$ cat src/hw/rtl/biu_pkg.sv
// ----------------------------------------------------------------------------
// biu_pkg
// Shared constants, types and the interpolation step of the upscaler.
// ----------------------------------------------------------------------------
package biu_pkg;

  localparam int IMG_SIZE = 16;
  localparam int CNT_W    = (IMG_SIZE > 1) ? $clog2(IMG_SIZE) : 1;
  localparam int PIX_W    = 8;
  localparam int COORD_W  = 6;
  localparam int CALC_W   = (CNT_W + 2 > COORD_W) ? CNT_W + 2 : COORD_W;

  // Zoom register values. Any value other than ZOOM_X3 acts as ZOOM_X2.
  localparam logic [1:0] ZOOM_X2 = 2'd2;
  localparam logic [1:0] ZOOM_X3 = 2'd3;

  // One output pixel handed from the sequencer to the datapath.
  typedef struct packed {
    logic                valid;
    logic [PIX_W-1:0]    p00;
    logic [PIX_W-1:0]    p01;
    logic [PIX_W-1:0]    p10;
    logic [PIX_W-1:0]    p11;
    logic [1:0]          a;
    logic [1:0]          b;
    logic [COORD_W-1:0]  row;
    logic [COORD_W-1:0]  col;
    logic                last;
    logic                z3;
  } issue_t;

  // p0 + trunc(t*(p1-p0)/z) with z = 3 when z3 is set, else 2. The result
  // always lies between p0 and p1, so it fits the pixel width.
  function automatic logic [PIX_W-1:0] lerp(input logic [PIX_W-1:0] p0,
                                            input logic [PIX_W-1:0] p1,
                                            input logic [1:0]       t,
                                            input logic             z3);
    logic signed [9:0]  d;
    logic signed [10:0] prod;
    logic               neg;
    logic [9:0]         mag;
    logic [18:0]        scaled;
    logic [PIX_W-1:0]   q;
    d = $signed({2'b00, p1}) - $signed({2'b00, p0});
    case (t)
      2'd1:    prod = {d[9], d};
      2'd2:    prod = {d, 1'b0};
      default: prod = '0;
    endcase
    neg = prod[10];
    mag = neg ? 10'(-prod) : prod[9:0];
    // Division by three as a multiply by 683/2048, exact for values to 510.
    scaled = {9'd0, mag} * 19'd683;
    q = z3 ? scaled[18:11] : mag[8:1];
    return neg ? (p0 - q) : (p0 + q);
  endfunction

endpackage

$ cat src/hw/rtl/biu_line_store.sv
// ----------------------------------------------------------------------------
// biu_line_store
// One row of source pixels, single port, read-first, registered read.
// ----------------------------------------------------------------------------
module biu_line_store (
  input  logic                        clk,
  input  logic                        en,
  input  logic [biu_pkg::CNT_W-1:0]   addr,
  input  logic [biu_pkg::PIX_W-1:0]   wdata,
  output logic [biu_pkg::PIX_W-1:0]   rdata
);
  import biu_pkg::*;

  logic [PIX_W-1:0] mem [IMG_SIZE];

  // The old entry is read out in the same cycle the new pixel replaces it.
  always_ff @(posedge clk) begin
    if (en) begin
      rdata     <= mem[addr];
      mem[addr] <= wdata;
    end
  end

endmodule

$ cat src/hw/rtl/biu_interp.sv
// ----------------------------------------------------------------------------
// biu_interp
// Two-stage interpolation datapath: horizontal pass, then vertical pass into
// the output register.
// ----------------------------------------------------------------------------
module biu_interp (
  input  logic                          clk,
  input  logic                          rst,
  input  biu_pkg::issue_t               issue,
  output logic                          adv,
  output logic                          out_valid,
  input  logic                          out_stall,
  output logic [biu_pkg::COORD_W-1:0]   out_row,
  output logic [biu_pkg::COORD_W-1:0]   out_col,
  output logic [biu_pkg::PIX_W-1:0]     out_value,
  output logic                          run_last
);
  import biu_pkg::*;

  logic               s1_valid;
  logic [PIX_W-1:0]   s1_h0;
  logic [PIX_W-1:0]   s1_h1;
  logic [1:0]         s1_a;
  logic [COORD_W-1:0] s1_row;
  logic [COORD_W-1:0] s1_col;
  logic               s1_last;
  logic               s1_z3;

  // The whole pipe moves when the output register is free or being taken.
  assign adv = !out_valid || !out_stall;

  always_ff @(posedge clk) begin
    if (rst) begin
      s1_valid  <= 1'b0;
      out_valid <= 1'b0;
    end else if (adv) begin
      s1_valid  <= issue.valid;
      out_valid <= s1_valid;
    end
  end

  always_ff @(posedge clk) begin
    if (adv) begin
      s1_h0     <= lerp(issue.p00, issue.p01, issue.b, issue.z3);
      s1_h1     <= lerp(issue.p10, issue.p11, issue.b, issue.z3);
      s1_a      <= issue.a;
      s1_row    <= issue.row;
      s1_col    <= issue.col;
      s1_last   <= issue.last;
      s1_z3     <= issue.z3;
      out_value <= lerp(s1_h0, s1_h1, s1_a, s1_z3);
      out_row   <= s1_row;
      out_col   <= s1_col;
      run_last  <= s1_last;
    end
  end

endmodule

$ cat src/hw/rtl/bilinear_integer_upscaler.sv
// ----------------------------------------------------------------------------
// bilinear_integer_upscaler
// Streaming bilinear 2x/3x upscaler for a square grayscale image.
// ----------------------------------------------------------------------------
// Source pixels enter in raster order on the input channel (in_valid,
// in_stall, pixel_value), one item per pixel. The output channel (out_valid,
// out_stall, out_row, out_col, out_value, run_last) carries every enlarged
// pixel as an item with its coordinates; run_last marks the final item
// caused by one source pixel. An input item that completes no block causes
// no output item. The user must write the zoom register (cfg_we/cfg_wdata)
// only while the block is idle; the block does not enforce this. Any value
// other than 3 acts as 2. One source pixel occupies the block for its line
// store read and then while its output items are issued, zoom^2 items per
// completed block, up to four blocks. After acceptance the line store is
// read in S_READ; each item is issued in S_EMIT and passes the interpolation
// pipe's two register stages to the output. A stalled receiver freezes the
// whole pipe and the issue sequencer; no item is dropped.
// Reset clears the position counters, the left and upper-left pixels and the
// zoom register (to 2); the line store needs no clearing, since only entries
// written in the current image are used.
// ----------------------------------------------------------------------------
module bilinear_integer_upscaler (
  input  logic                          clk,
  input  logic                          rst,
  input  logic                          cfg_we,
  input  logic [1:0]                    cfg_wdata,
  input  logic                          in_valid,
  output logic                          in_stall,
  input  logic [biu_pkg::PIX_W-1:0]     pixel_value,
  output logic                          out_valid,
  input  logic                          out_stall,
  output logic [biu_pkg::COORD_W-1:0]   out_row,
  output logic [biu_pkg::COORD_W-1:0]   out_col,
  output logic [biu_pkg::PIX_W-1:0]     out_value,
  output logic                          run_last
);
  import biu_pkg::*;

  typedef enum logic [2:0] {
    S_IDLE = 3'b001,
    S_READ = 3'b010,
    S_EMIT = 3'b100
  } state_t;

  localparam logic [CNT_W-1:0] LAST_IDX = CNT_W'(IMG_SIZE - 1);

  state_t           state;
  logic [1:0]       zoom;
  logic [CNT_W-1:0] row_cnt;
  logic [CNT_W-1:0] col_cnt;
  logic [PIX_W-1:0] left_pixel;
  logic [PIX_W-1:0] upper_left_pixel;

  // Snapshot of the item being expanded.
  logic [PIX_W-1:0] item_px;
  logic [PIX_W-1:0] item_left;
  logic [PIX_W-1:0] item_upleft;
  logic [PIX_W-1:0] item_above;
  logic [CNT_W-1:0] item_row;
  logic [CNT_W-1:0] item_col;
  logic             item_z3;
  logic [3:0]       blk_en;

  // Issue position: current block, vertical and horizontal step.
  logic [1:0]       blk;
  logic [1:0]       step_a;
  logic [1:0]       step_b;

  logic             accept;
  logic [PIX_W-1:0] store_rdata;
  logic             adv;
  issue_t           issue;
  logic             last_row;
  logic             last_col;
  logic [1:0]       zmax;
  logic             first_found;
  logic [1:0]       first_blk;
  logic             next_found;
  logic [1:0]       next_blk;
  logic [CNT_W-1:0] bi;
  logic [CNT_W-1:0] bj;
  logic [CALC_W-1:0] row_calc;
  logic [CALC_W-1:0] col_calc;

  assign in_stall = (state != S_IDLE);
  assign accept   = in_valid && !in_stall;
  assign last_row = (row_cnt == LAST_IDX);
  assign last_col = (col_cnt == LAST_IDX);
  assign zmax     = item_z3 ? 2'd2 : 2'd1;

  // Lowest enabled block at or above a starting index.
  function automatic logic [2:0] find_blk(input logic [3:0] en, input logic [2:0] from);
    logic [2:0] res;
    res = 3'b000;
    for (int k = 3; k >= 0; k--) begin
      if (en[k] && (3'(k) >= from)) begin
        res = {1'b1, 2'(k)};
      end
    end
    return res;
  endfunction

  assign {first_found, first_blk} = find_blk(blk_en, 3'd0);
  assign {next_found, next_blk}   = find_blk(blk_en, {1'b0, blk} + 3'd1);

  biu_line_store u_line_store (
    .clk   (clk),
    .en    (accept),
    .addr  (col_cnt),
    .wdata (pixel_value),
    .rdata (store_rdata)
  );

  // Control state.
  always_ff @(posedge clk) begin
    if (rst) begin
      state            <= S_IDLE;
      zoom             <= ZOOM_X2;
      row_cnt          <= '0;
      col_cnt          <= '0;
      left_pixel       <= '0;
      upper_left_pixel <= '0;
    end else begin
      if (cfg_we) begin
        zoom <= cfg_wdata;
      end
      unique case (state)
        S_IDLE: begin
          if (accept) begin
            state      <= S_READ;
            left_pixel <= pixel_value;
            if (last_col) begin
              col_cnt <= '0;
              row_cnt <= last_row ? '0 : row_cnt + 1'b1;
            end else begin
              col_cnt <= col_cnt + 1'b1;
            end
          end
        end
        S_READ: begin
          upper_left_pixel <= store_rdata;
          state            <= first_found ? S_EMIT : S_IDLE;
        end
        S_EMIT: begin
          if (adv && step_a == zmax && step_b == zmax && !next_found) begin
            state <= S_IDLE;
          end
        end
        default: state <= S_IDLE;
      endcase
    end
  end

  // Item snapshot and issue counters.
  always_ff @(posedge clk) begin
    if (accept) begin
      item_px     <= pixel_value;
      item_left   <= left_pixel;
      item_upleft <= upper_left_pixel;
      item_row    <= row_cnt;
      item_col    <= col_cnt;
      item_z3     <= (zoom == ZOOM_X3);
      blk_en      <= {last_row && last_col,
                      last_row && (col_cnt != '0),
                      (row_cnt != '0) && last_col,
                      (row_cnt != '0) && (col_cnt != '0)};
    end
    if (state == S_READ) begin
      item_above <= store_rdata;
      blk        <= first_blk;
      step_a     <= 2'd0;
      step_b     <= 2'd0;
    end else if (state == S_EMIT && adv) begin
      if (step_b == zmax) begin
        step_b <= 2'd0;
        if (step_a == zmax) begin
          step_a <= 2'd0;
          blk    <= next_blk;
        end else begin
          step_a <= step_a + 2'd1;
        end
      end else begin
        step_b <= step_b + 2'd1;
      end
    end
  end

  // Block corner of the current block: blk[1] picks the lower block row,
  // blk[0] the right block column.
  assign bi = blk[1] ? item_row : item_row - 1'b1;
  assign bj = blk[0] ? item_col : item_col - 1'b1;
  assign row_calc = CALC_W'({bi, 1'b0}) + (item_z3 ? CALC_W'(bi) : '0) + CALC_W'(step_a);
  assign col_calc = CALC_W'({bj, 1'b0}) + (item_z3 ? CALC_W'(bj) : '0) + CALC_W'(step_b);

  always_comb begin
    issue.valid = (state == S_EMIT);
    issue.a     = step_a;
    issue.b     = step_b;
    issue.row   = row_calc[COORD_W-1:0];
    issue.col   = col_calc[COORD_W-1:0];
    issue.last  = (step_a == zmax) && (step_b == zmax) && !next_found;
    issue.z3    = item_z3;
    // Neighbors past the right or bottom border are zero.
    case (blk)
      2'd0: begin
        issue.p00 = item_upleft;
        issue.p01 = item_above;
        issue.p10 = item_left;
        issue.p11 = item_px;
      end
      2'd1: begin
        issue.p00 = item_above;
        issue.p01 = '0;
        issue.p10 = item_px;
        issue.p11 = '0;
      end
      2'd2: begin
        issue.p00 = item_left;
        issue.p01 = item_px;
        issue.p10 = '0;
        issue.p11 = '0;
      end
      default: begin
        issue.p00 = item_px;
        issue.p01 = '0;
        issue.p10 = '0;
        issue.p11 = '0;
      end
    endcase
  end

  biu_interp u_interp (
    .clk       (clk),
    .rst       (rst),
    .issue     (issue),
    .adv       (adv),
    .out_valid (out_valid),
    .out_stall (out_stall),
    .out_row   (out_row),
    .out_col   (out_col),
    .out_value (out_value),
    .run_last  (run_last)
  );

endmodule

$ cat config.mk
export PLATFORM = sky130hd
export DESIGN_NAME = bilinear_integer_upscaler
export DESIGN_NICKNAME = d
export VERILOG_FILES = /design/src/hw/rtl/biu_pkg.sv /design/src/hw/rtl/biu_line_store.sv /design/src/hw/rtl/biu_interp.sv /design/src/hw/rtl/bilinear_integer_upscaler.sv
export SDC_FILE = /design/constraint.sdc
export NUM_CORES = 1
export LEC_CHECK = 0
export CORE_MARGIN = 2
export CORE_UTILIZATION = 55
export CTS_BUF_LIST = sky130_fd_sc_hd__clkbuf_8
export CTS_CLUSTER_DIAMETER = 50
export DETAILED_ROUTE_END_ITERATION = 7
export DONT_BUFFER_PORTS = 1
export PLACE_DENSITY = 0.77
export SYNTH_ARGS = -nofsm -noshare
export SYNTH_HDL_FRONTEND = slang
export SYNTH_SLANG_ARGS = --single-unit
$ cat constraint.sdc
create_clock -name clk -period 10.17 [get_ports clk]
set_input_delay 1.5255 -clock clk [delete_from_list [all_inputs] [get_ports clk]]
set_output_delay 1.5255 -clock clk [all_outputs]
set_load 0.01 [all_outputs]
Word level (Yosys, flattened, before mapping)
Memories as Yosys holds them, arrays and structs flattened. A register that Yosys moved wholly into a read port is not among the register bits.
Index checks and enable logic that the tools add are counted.

storage, ports and cells
  bits in registers = 135
  RAM bits = 128
  input bits = 15
  output and inout bits = 23
  word-level logic and storage cells = 152
  memories = 1

operators by class
  $add $sub $neg = 23
  multipliers = 3
  $lt $le $gt $ge = 4
  equal/unequal tests = 17
  multiplexer cells = 43
  reduce and logical (&&, ||, !) cells = 31

memory list
  name              depth  bits a word  rd ports  clocked after memory_dff  wr ports  RTL line              source
  u_line_store.mem  16     8            1         1                         1         biu_line_store.sv:14  logic [PIX_W-1:0] mem [IMG_SIZE];

operators by type and width
  operator                                             number
  one-hot mux 32 bit (3 select lines)                  1
  one-hot mux 11 bit (2 select lines)                  3
  multiplier 10 x 10 -> 19 bit, second input constant  3
  2-to-1 mux 8 bit                                     6
  2-to-1 mux 11 bit                                    3
  2-to-1 mux 3 bit                                     11
  2-to-1 mux 10 bit                                    3
  negation 10 bit                                      3
  subtractor 8 x 8 -> 9 bit                            3
  adder 8 bit                                          3
  2-to-1 mux 4 bit                                     6
  subtractor 8 bit                                     3
  logical AND 1 bit                                    15
  2-to-1 mux 2 bit                                     7
  adder 5 x 4 -> 6 bit                                 2
  adder 6 x 2 -> 6 bit                                 2
  one-hot mux 3 bit (3 select lines)                   1
  adder 4 x 1 -> 4 bit, second input constant          2
  == test 2 bit, second input constant                 4
  == test 4 bit, second input constant                 2
  nonzero test 4 bit                                   2
  subtractor 4 x 1 -> 4 bit, second input constant     2
  == test 2 x 1 -> 1 bit, second input constant        3
  >= comparator 1 x 3 -> 1 bit, first input constant   2
  other kinds (16)                                     29

Depth between registers and ports, before layout
Gate-level depths: netlist (run 1).

  depth in word-level cells = 11
  depth in mapped cells = 47
  mapped depth without buffers = 45

Cells and area by module
A second synthesis (run 1) with hierarchy kept.

second synthesis, totals
  cells, all modules = 1872
  area, all modules = 20309.5 um2

by module, submodules not included
  module                     times used  cells an instance  area an instance (um2)  seq. area each (um2)
  biu_interp                 1           1260               11174.5                 1631.6
  biu_line_store             1           230                5147.4                  4083.9
  bilinear_integer_upscaler  1           382                3987.6                  2072.0

Worst setup path after synthesis (run 1)
Ideal clock, no wire load.

  path type = register to register
  from = register blk[1]
  to = register u_interp.s1_h0[7], data pin
  setup time = 0.259 ns
  data arrival time = 9.697 ns
  required time = 9.911 ns
  slack = 0.214 ns
  stages on the path, launching flop included = 47
  path buffers = 3
  clock period less this slack = 9.956 ns
  path through = edfxtp_1 clkbuf_1 buf_1 buf_1 mux2i_1 o21ai_0 ha_1 inv_1 fa_1 a21o_1 a21oi_2 xor2_2 a31oi_1 or4_1 nand2_1 xor2_1 inv_1 ha_1 (+11 left out) nor3_1 xnor2_1 mux2i_1 ha_1 nor2_1 a21oi_1 inv_1 ha_1 nor2b_1 o21ai_0 nand2b_1 a21o_1 a21o_1 a21o_1 a21oi_1 xnor2_1 xnor2_1 xnor2_1

between the ends
  cells in the longest elaborated chain, start to end = 11
  elaborated cells on any way between the ends = 14
  those cells by class = add/sub (4); mul (1); eq/ne (2); mux (6); reduce/logical (1)

RTL lines
  what                                             RTL line                          source
  start: declaration                               bilinear_integer_upscaler.sv:65   logic [1:0] blk;
  start signal: assignment                         bilinear_integer_upscaler.sv:170  blk <= first_blk;
  start signal: assignment                         bilinear_integer_upscaler.sv:178  blk <= next_blk;
  == test 2 bit, or another cell as far along      bilinear_integer_upscaler.sv:204  case (blk)
  one-hot mux 32 bit (3 select lines) (*)          bilinear_integer_upscaler.sv:204
  subtractor 8 x 8 -> 9 bit                        biu_pkg.sv:44                     d = $signed({2'b00, p1}) - $signed({2'b00, p0});
  one-hot mux 11 bit (2 select lines)              biu_pkg.sv:45                     case (t)
  2-to-1 mux 11 bit                                biu_interp.sv:43                  if (adv) begin
  negation 10 bit                                  biu_pkg.sv:51                     mag = neg ? 10'(-prod) : prod[9:0];
  2-to-1 mux 10 bit                                biu_pkg.sv:51
  multiplier 10 x 10 -> 19 bit                     biu_pkg.sv:53                     scaled = {9'd0, mag} * 19'd683;
  2-to-1 mux 8 bit                                 biu_pkg.sv:54                     q = z3 ? scaled[18:11] : mag[8:1];
  adder 8 bit or subtractor 8 bit (tied branches)  biu_pkg.sv:55                     return neg ? (p0 - q) : (p0 + q);
  2-to-1 mux 8 bit (*)                             biu_pkg.sv:55
  end signal: assignment                           biu_interp.sv:44                  s1_h0 <= lerp(issue.p00, issue.p01, issue.b, issue.z3);
  end: declaration                                 biu_interp.sv:21                  logic [PIX_W-1:0] s1_h0;

Mark *: on every way between the ends. The rest lies on a longest branch, timed or not. The select of a mux whose other input is x is not followed.
A chain may end at the register's enable or synchronous reset.

Final worst setup path (run 1)
Ends and elaborated chain as after synthesis.

==> results of run 1 <==
worst paths after layout:
| kind | startpoint | slack, ps | cells after the start | endpoint |
|---|---|---|---|---|
| max | blk[1] | 460 | 45 | u_interp.s1_h0[7] |
| min reg2reg | u_interp.s1_col[5] | 420 | 0 | u_interp.out_col[5] |
| min | u_interp.s1_col[5] | 420 | 0 | u_interp.out_col[5] |
| max reg2reg | blk[1] | 460 | 45 | u_interp.s1_h0[7] |
logic make-up (layout without fill, tap and decap cells):
logic type	after synthesis	in the layout	share of synthesized area
and+or+nand+nor	384	384	0.09942
AOI/OAI and AO/OA	335	335	0.1103
adders and majority gates	324	324	0.2298
DFF	271	271	0.3889
buffers and inverters	263	339	0.05087
xor gates and xnor gates	109	109	0.05018
muxes	88	88	0.07049
synth_stat cells (all sizes together) (11+ instances only):
cell type	instances
a211oi	15
a21o	25
a21oi	127
a31oi	15
and2	23
and3	19
buf	14
clkbuf	33
dfxtp	35
edfxtp	236
fa	73
ha	251
inv	216
mux2	15
mux2i	33
mux4	40
nand2	114
nand2b	25
nand3	17
nor2	86
nor2b	25
nor3	14
o21a	11
o21ai	61
xnor2	66
xor2	41
sequential cells by signal (all words and copies together) (netlist names), 8 cells and up:
| name | count |
|---|---|
| u_interp.s1_h1 | 8 |
| item_px | 8 |
| left_pixel | 8 |
| item_upleft | 8 |
| upper_left_pixel | 8 |
| item_above | 8 |
| item_left | 8 |
| u_interp.out_value | 8 |
| u_interp.s1_h0 | 8 |
| u_line_store.mem | 128 |
| u_line_store.rdata | 8 |
area by class of cell:
type | instances | area, sq um
Tap cell | 461 | 576.8
Clock buffer | 50 | 688.2
Multi-Input combinational cell | 1240 | 11370
Sequential cell | 271 | 7789
Fill cell | 2834 | 13950
Clock inverter | 31 | 195.2
Inverter | 216 | 810.8
Timing Repair Buffer | 42 | 362.8
where the power goes:
| group | switching [W] | total [W] | internal (W) | leakage, nW |
|---|---|---|---|---|
| clock | 0.000451 | 0.000936 | 0.000485 | 0.485 |
| combinational | 0.000700 | 0.00126 | 0.000556 | 6.70 |
| sequential | 0.0000729 | 0.00143 | 0.00135 | 2.55 |
| total | 0.00122 | 0.00362 | 0.00239 | 9.74 |
metrics by stage:
| stage | total power, W | utilization |
|---|---|---|
| detailed placement | 0.002658 | 0.5771 |
| global placement | 0.002610 | 0.5771 |
| global route | 0.003844 | 0.6096 |
| finish | 0.003618 | 0.6096 |
| CTS | 0.003602 | 0.6018 |
| floorplan | 0.002382 | - |
routing by layer:
layer / global-route usage / routed length [microns] / vias up / part of all wire
li1: - / - / 6460 / -
met4: 0.06079 / 859 / 0 / 0.020
met2: 0.4097 / 21880 / 331 / 0.51
met1: 0.2862 / 18100 / 6584 / 0.42
met3: 0.03262 / 1912 / 67 / 0.045
met5: 0 / 0 / - / 0
cells in the final DEF (no fill, tap or decap), types with 40 or more instances in the layout:
cell / synthesis / routed
sky130_fd_sc_hd__a21oi_1: 124 / 119
sky130_fd_sc_hd__clkbuf_8: 1 / 50
sky130_fd_sc_hd__edfxtp_1: 236 / 236
sky130_fd_sc_hd__fa_1: 73 / 72
sky130_fd_sc_hd__ha_1: 251 / 248
sky130_fd_sc_hd__inv_1: 216 / 227
sky130_fd_sc_hd__mux4_2: 40 / 40
sky130_fd_sc_hd__nand2_1: 114 / 112
sky130_fd_sc_hd__nor2_1: 85 / 84
sky130_fd_sc_hd__o21ai_0: 59 / 51
sky130_fd_sc_hd__xnor2_1: 64 / 63
critical path: cells and delay by family, from the launching register on:
family                   cells  cell delay, ps
AO/OA/AOI/OAI               13            2530
XOR/XNOR                     6             960
adder cells (fa/ha/maj)     10            3630
buffers and inverters        7             650
flip-flops                   1             530
multiplexers                 2             450
AND/OR/NAND/NOR              7             720
repair_timing:
| action | 4_1_cts | 5_1_grt |
|---|---|---|
| gates resized for setup | 0 | 38 |
| buffers inserted | 0 | 11 |
| endpoints found under the hold margin | 0 | 0 |
| endpoints found under the setup margin | 0 | 2 |
| hold buffers | 0 | 0 |
==> reports/results.md, run 1 <==
| Stage | Result | Reported |
|---|---|---|
| grt | Antenna violations before repair | 0 |
| synthesis | Synth Register Bits | 271 |
| clock tree | Sink Count | 271 |
| synthesis | Top post-synthesis cells by area | sky130_fd_sc_hd__edfxtp_1, sky130_fd_sc_hd__ha_1, sky130_fd_sc_hd__fa_1, sky130_fd_sc_hd__mux4_2, sky130_fd_sc_hd__inv_1 |
| placed design | Detailed Place HPWL | 32710 microns |
| synthesis | Predominant post-synthesis flop cell | sky130_fd_sc_hd__edfxtp_1 |
| synthesis | Share of synthesized area occupied by flip-flops and latches | 0.3889 |
| sta | Clock skew | 36.48 ps |
| worst setup path | Crit Path Max Fanout | 6 |
| placed design | Weighted congestion at the end of routability-driven global placement | 0.9175 |
| sta | Final-report setup violation count | 0 |
| synthesis | Share of flip-flops with an asynchronous set or reset | 0 |
| synthesis | Area share of the leading cell type in the synthesized netlist | 0.3539 |
| pwr | PwrDens | 166.0 nW/um^2 |
| sta | Fmax achieved | 0.1030 GHz |
| clock tree | Max H-tree Level | 2 |
| grt | Overall Global Routing Usage | 0.2272 |
| job | Max-cap check violation count | 0 |
| worst setup path | Most frequent cell on the critical path | sky130_fd_sc_hd__inv_1 |
| final layout | Final cell count without fillers | 2311 |
| sta | Final critical path time including I/O delays and setup | 9707 ps |
| sta | Slew margin rel. | 0.2446 |
| clock tree | Number of buffers created by CTS | 44 |
| grt | First-pass GRT wire length | 69640 microns |
| drt | DR DRC count | 0 |
| clock tree | Clock tree buffer depth | 3 |
| drt | TritonRoute pass-1 iters | 5 |
| clock tree | CTS tree | yes |
| sta | Fin crit share | 0.9545 |
| synthesis | Library cell with the largest summed area after synthesis | sky130_fd_sc_hd__edfxtp_1 |
| drt | Average vias per placed instance | 5.817 |
| drt | Average wire per cell in the routed design | 18.50 microns |
| placed design | Number of port buffers | 0 |
| grt | Maximum number of pins on one net before global-route repair | 61 |
| worst setup path | CP Class | reg -> reg |
| outcome | Outcome | completed |
| synthesis | Average size of a mapped cell | 11.29 sq um |
| pwr | Static leakage power | 9.737 nW |
| final layout | Total inserted antenna cells | 0 |
| die | Chip height | 194.8 microns |
| sta | Worst Tran Pin Value | 1131 ps |
| die | Core region area | 35740 sq um |
| worst setup path | Library cell contributing the largest single delay on the critical path | sky130_fd_sc_hd__fa_1 |
| die | Die outline area | 37950 sq um |
| final layout | Nets | 2154 |
| synthesis | Number of enable flip-flop cells after synthesis | 236 |
| worst setup path | Critical Path AT | 10010 ps |
| placed design | Post-Place Setup Slack | 168.9 ps |
| synthesis | Synthesis Warnings | 0 |
| synthesis | Unique masters post-synth | 97 |
| min path | Type of the tightest min-delay check | reg -> reg |
| pwr | Max rail drop VDD | 176.4 uV |
| worst setup path | Data required time at the worst endpoint | 10480 ps |
| sta | Final worst setup slack | 462.7 ps |
| worst setup path | Worst Setup End Kind | flip-flop |
| drt | Post-detailed-routing wire length | 42750 microns |
| sta | Final Max Slew Viols | 0 |
| clock tree | Clk root buf | sky130_fd_sc_hd__clkbuf_8 |
| drt | Number of routed nets with antenna violations | 0 |
| final layout | Area added between synthesis and finish | 8.823% |
| sta | Post-Route Setup TNS | 0 ps |
| die | Initial standard-cell utilization of the core | 0.5602 |
| die | Count of boundary I/O pins | 38 |
| grt | Number of global-route vias before repair | 13780 |
| final layout | Area of all placed cells without fillers | 21790 sq um |
| placed design | Standard cell area after detailed placement | 20630 sq um |
| sta | Final hold viol count | 0 |
| die | Die width | 194.8 microns |
| drt | DR vias | 13440 |
| clock tree | Clock-pin slew reported for the worst setup and hold paths after clock tree synthesis | 70 ps |
| worst setup path | Setup crit start kind | flip-flop |
| synthesis | Synthesized area | 20020 sq um |
| sta | Hold slack final | 420.9 ps |
| placed design | Number of placed instances, taps included | 2217 |
| grt | Total congestion overflow after global routing | 0 |
| final layout | Share of post-route cells with drive strength above 1 | 0.1297 |
| synthesis | Synth Net Count | 2113 |
| worst setup path | Delay contributed by the slowest stage of the critical path | 550 ps |
| drt | Initial detailed-routing violation count | 793 |
| synthesis | Post-synthesis instance total | 1774 |
| clock tree | Clk Latency, worst-skew pair | 590 ps |
| die | Cell row count | 69 |
No activity file was read; power rests on OpenSTA's default activity.
==> run 2: changes to the inputs <==
Settings changed: CORE_ASPECT_RATIO set to 0.75.
==> run 2 against run 1 <==
Global-route usage grew 0.79 points. Sequential power is essentially flat. Design area grew 0.34%. Non-clock buffer count grew 9. Largest power group unchanged.
==> reports/results.md, run 2 (synthesized netlist as in run 1, its figures left out) <==
| Stage | Result | Reported |
|---|---|---|
| min path | Hold Path Cell Cnt | 0 |
| final layout | Largest Register | u_line_store.mem |
| placed design | Weighted congestion at the end of routability-driven global placement | 0.9224 |
| grt | Maximum number of pins on one net before global-route repair | 60 |
| placed design | Number of port buffers | 0 |
| worst setup path | Delay contributed by the slowest stage of the critical path | 580 ps |
| pwr | PwrDens | 164.8 nW/um^2 |
| drt | Post-detailed-routing wire length | 43590 microns |
| placed design | Standard cell area after detailed placement | 20630 sq um |
| final layout | Area added between synthesis and finish | 9.192% |
| final layout | Share of post-route cells with drive strength above 1 | 0.1372 |
| final layout | Leading cell types in the layout, fill and taps excluded | sky130_fd_sc_hd__ha_1, sky130_fd_sc_hd__edfxtp_1, sky130_fd_sc_hd__inv_1 |
| drt | Average vias per placed instance | 5.814 |
| placed design | Detailed Place HPWL | 33560 microns |
| final layout | Area of all placed cells without fillers | 21860 sq um |
| clock tree | Max H-tree Level | 2 |
| outcome | Outcome | completed |
| worst setup path | Worst Setup End Kind | flip-flop |
| final layout | Nets | 2163 |
| die | Core region area | 35880 sq um |
| grt | Overall Global Routing Usage | 0.2351 |
| die | Cell row count | 60 |
| die | Chip height | 169.2 microns |
| sta | Slew margin rel. | 0.2455 |
| worst setup path | Critical Path AT | 9920 ps |
| sta | Final critical path time including I/O delays and setup | 9619 ps |
| pwr | Static leakage power | 9.796 nW |
| clock tree | Clk Latency, worst-skew pair | 590 ps |
| worst setup path | Reg2reg start | blk[0] |
| sta | Clock skew | 34.82 ps |
| worst setup path | CP Class | reg -> reg |
| worst setup path | R2r worst-path depth | 39 |
| sta | Final hold viol count | 0 |
| worst setup path | Worst reg2reg setup slack | 550 ps |
| final layout | Flip-flop count of the largest register, all copies and words added | 128 |
| worst setup path | Worst R2R End | u_interp.s1_h1[7] |
| sta | Final-report setup violation count | 0 |
| grt | Total congestion overflow after global routing | 0 |
| clock tree | CTS tree | yes |
| die | Die width | 224.3 microns |
| worst setup path | CP delay by family, top | adder cells |
| final layout | Number of fill cells in the layout | 2838 |
| sta | Fin crit share | 0.9458 |
| grt | Number of global-route vias before repair | 13580 |
| sta | Fmax achieved | 0.1040 GHz |
| clock tree | Sink Count | 271 |
| die | Count of boundary I/O pins | 38 |
| worst setup path | Critical Path Stages | 39 |
| worst setup path | Setup crit start kind | flip-flop |
| job | Max-cap check violation count | 0 |
| die | Initial standard-cell utilization of the core | 0.5580 |
| min path | Start point of the worst min-delay path | left_pixel[1] |
| drt | Number of routed nets with antenna violations | 0 |
| sta | Worst Tran Pin Value | 1129 ps |
| drt | DR vias | 13520 |
| worst setup path | Crit Path Max Fanout | 21 |
| grt | First-pass GRT wire length | 71100 microns |
| worst setup path | Buffers and inverters on the worst path | 7 |
| clock tree | Number of buffers created by CTS | 44 |
| sta | Final Max Slew Viols | 0 |
| pwr | Max rail drop VDD | 122.9 uV |
| drt | DR DRC count | 0 |
| worst setup path | Data required time at the worst endpoint | 10470 ps |
| placed design | Post-Place Setup Slack | 143.8 ps |
| clock tree | Clock-pin slew reported for the worst setup and hold paths after clock tree synthesis | 60 ps |
| drt | Average wire per cell in the routed design | 18.75 microns |
| clock tree | Clk root buf | sky130_fd_sc_hd__clkbuf_8 |
| worst setup path | Library cell contributing the largest single delay on the critical path | sky130_fd_sc_hd__or4b_4 |
| grt | Antenna violations before repair | 1 |
| sta | Final worst setup slack | 551.1 ps |
| min path | Type of the tightest min-delay check | reg -> reg |
| drt | Initial detailed-routing violation count | 1166 |
| die | Die outline area | 37960 sq um |
| clock tree | Clock tree buffer depth | 3 |
| final layout | Commonest non-fill, non-tap cell in the layout | sky130_fd_sc_hd__ha_1 |
| worst setup path | Most frequent cell on the critical path | sky130_fd_sc_hd__ha_1 |
| min path | Endpoint of the worst hold path | item_left[1] |
| drt | TritonRoute pass-1 iters | 7 |
| pwr | Total design power | 0.003603 W |
==> run 2: stage by stage <==
step | instances | utilization | hold slack (ps) | TNS (ps)
detailed placement | 2222 | 0.5748 | 404.5 | 0
CTS | 2303 | 0.5996 | 401.7 | 0
floorplan | 1774 | - | 400.3 | 0
global route | 2325 | 0.6093 | 427.7 | -42.86
finish | 2325 | 0.6093 | 409.0 | 0
global placement | 2222 | 0.5748 | 401.3 | 0
==> run 2: power by group <==
group	total (W)	internal (W)	switching (W)
Combinational	0.00125	0.000557	0.000690
Sequential	0.00143	0.00135	0.0000728
Clock	0.000930	0.000492	0.000438
==> run 2: final cells by class <==
type	count	area [sq um]	area share
Antenna cell	1	2.502	0.0001145
Clock buffer	51	701.9	0.03210
Tap cell	465	581.8	0.02661
Multi-Input combinational cell	1240	11400	0.5213
Sequential cell	271	7789	0.3562
Inverter	216	810.8	0.03708
Timing Repair Buffer	51	391.6	0.01791
Clock inverter	30	188.9	0.008641
==> run 2: metal layers <==
layer	wire length (microns)	vias to the layer above	global-route usage
met5	0	-	0
met4	892	0	0.05471
met3	2907	54	0.04276
met2	19930	423	0.3734
met1	19860	6554	0.3375
li1	-	6486	-
==> run 2: timing repair <==
action                                  in CTS  in global routing
hold buffers                                 0                  0
gates resized for setup                      0                 51
endpoints found under the setup margin       0                  4
setup buffers                                0                 21
==> run 2: how the worst max path moves through the flow <==
| stage | from | endpoint |
|---|---|---|
| 6_report | blk[0] | u_interp.s1_h1[7] |
| 5_1_grt | blk[1] | u_interp.s1_h0[7] |
| 4_1_cts | blk[0] | u_interp.s1_h1[7] |
| 3_5_place_dp | blk[1] | u_interp.s1_h0[7] |
| 3_3_place_gp | blk[0] | u_interp.s1_h1[7] |
| 2_1_floorplan | blk[1] | u_interp.s1_h0[7] |
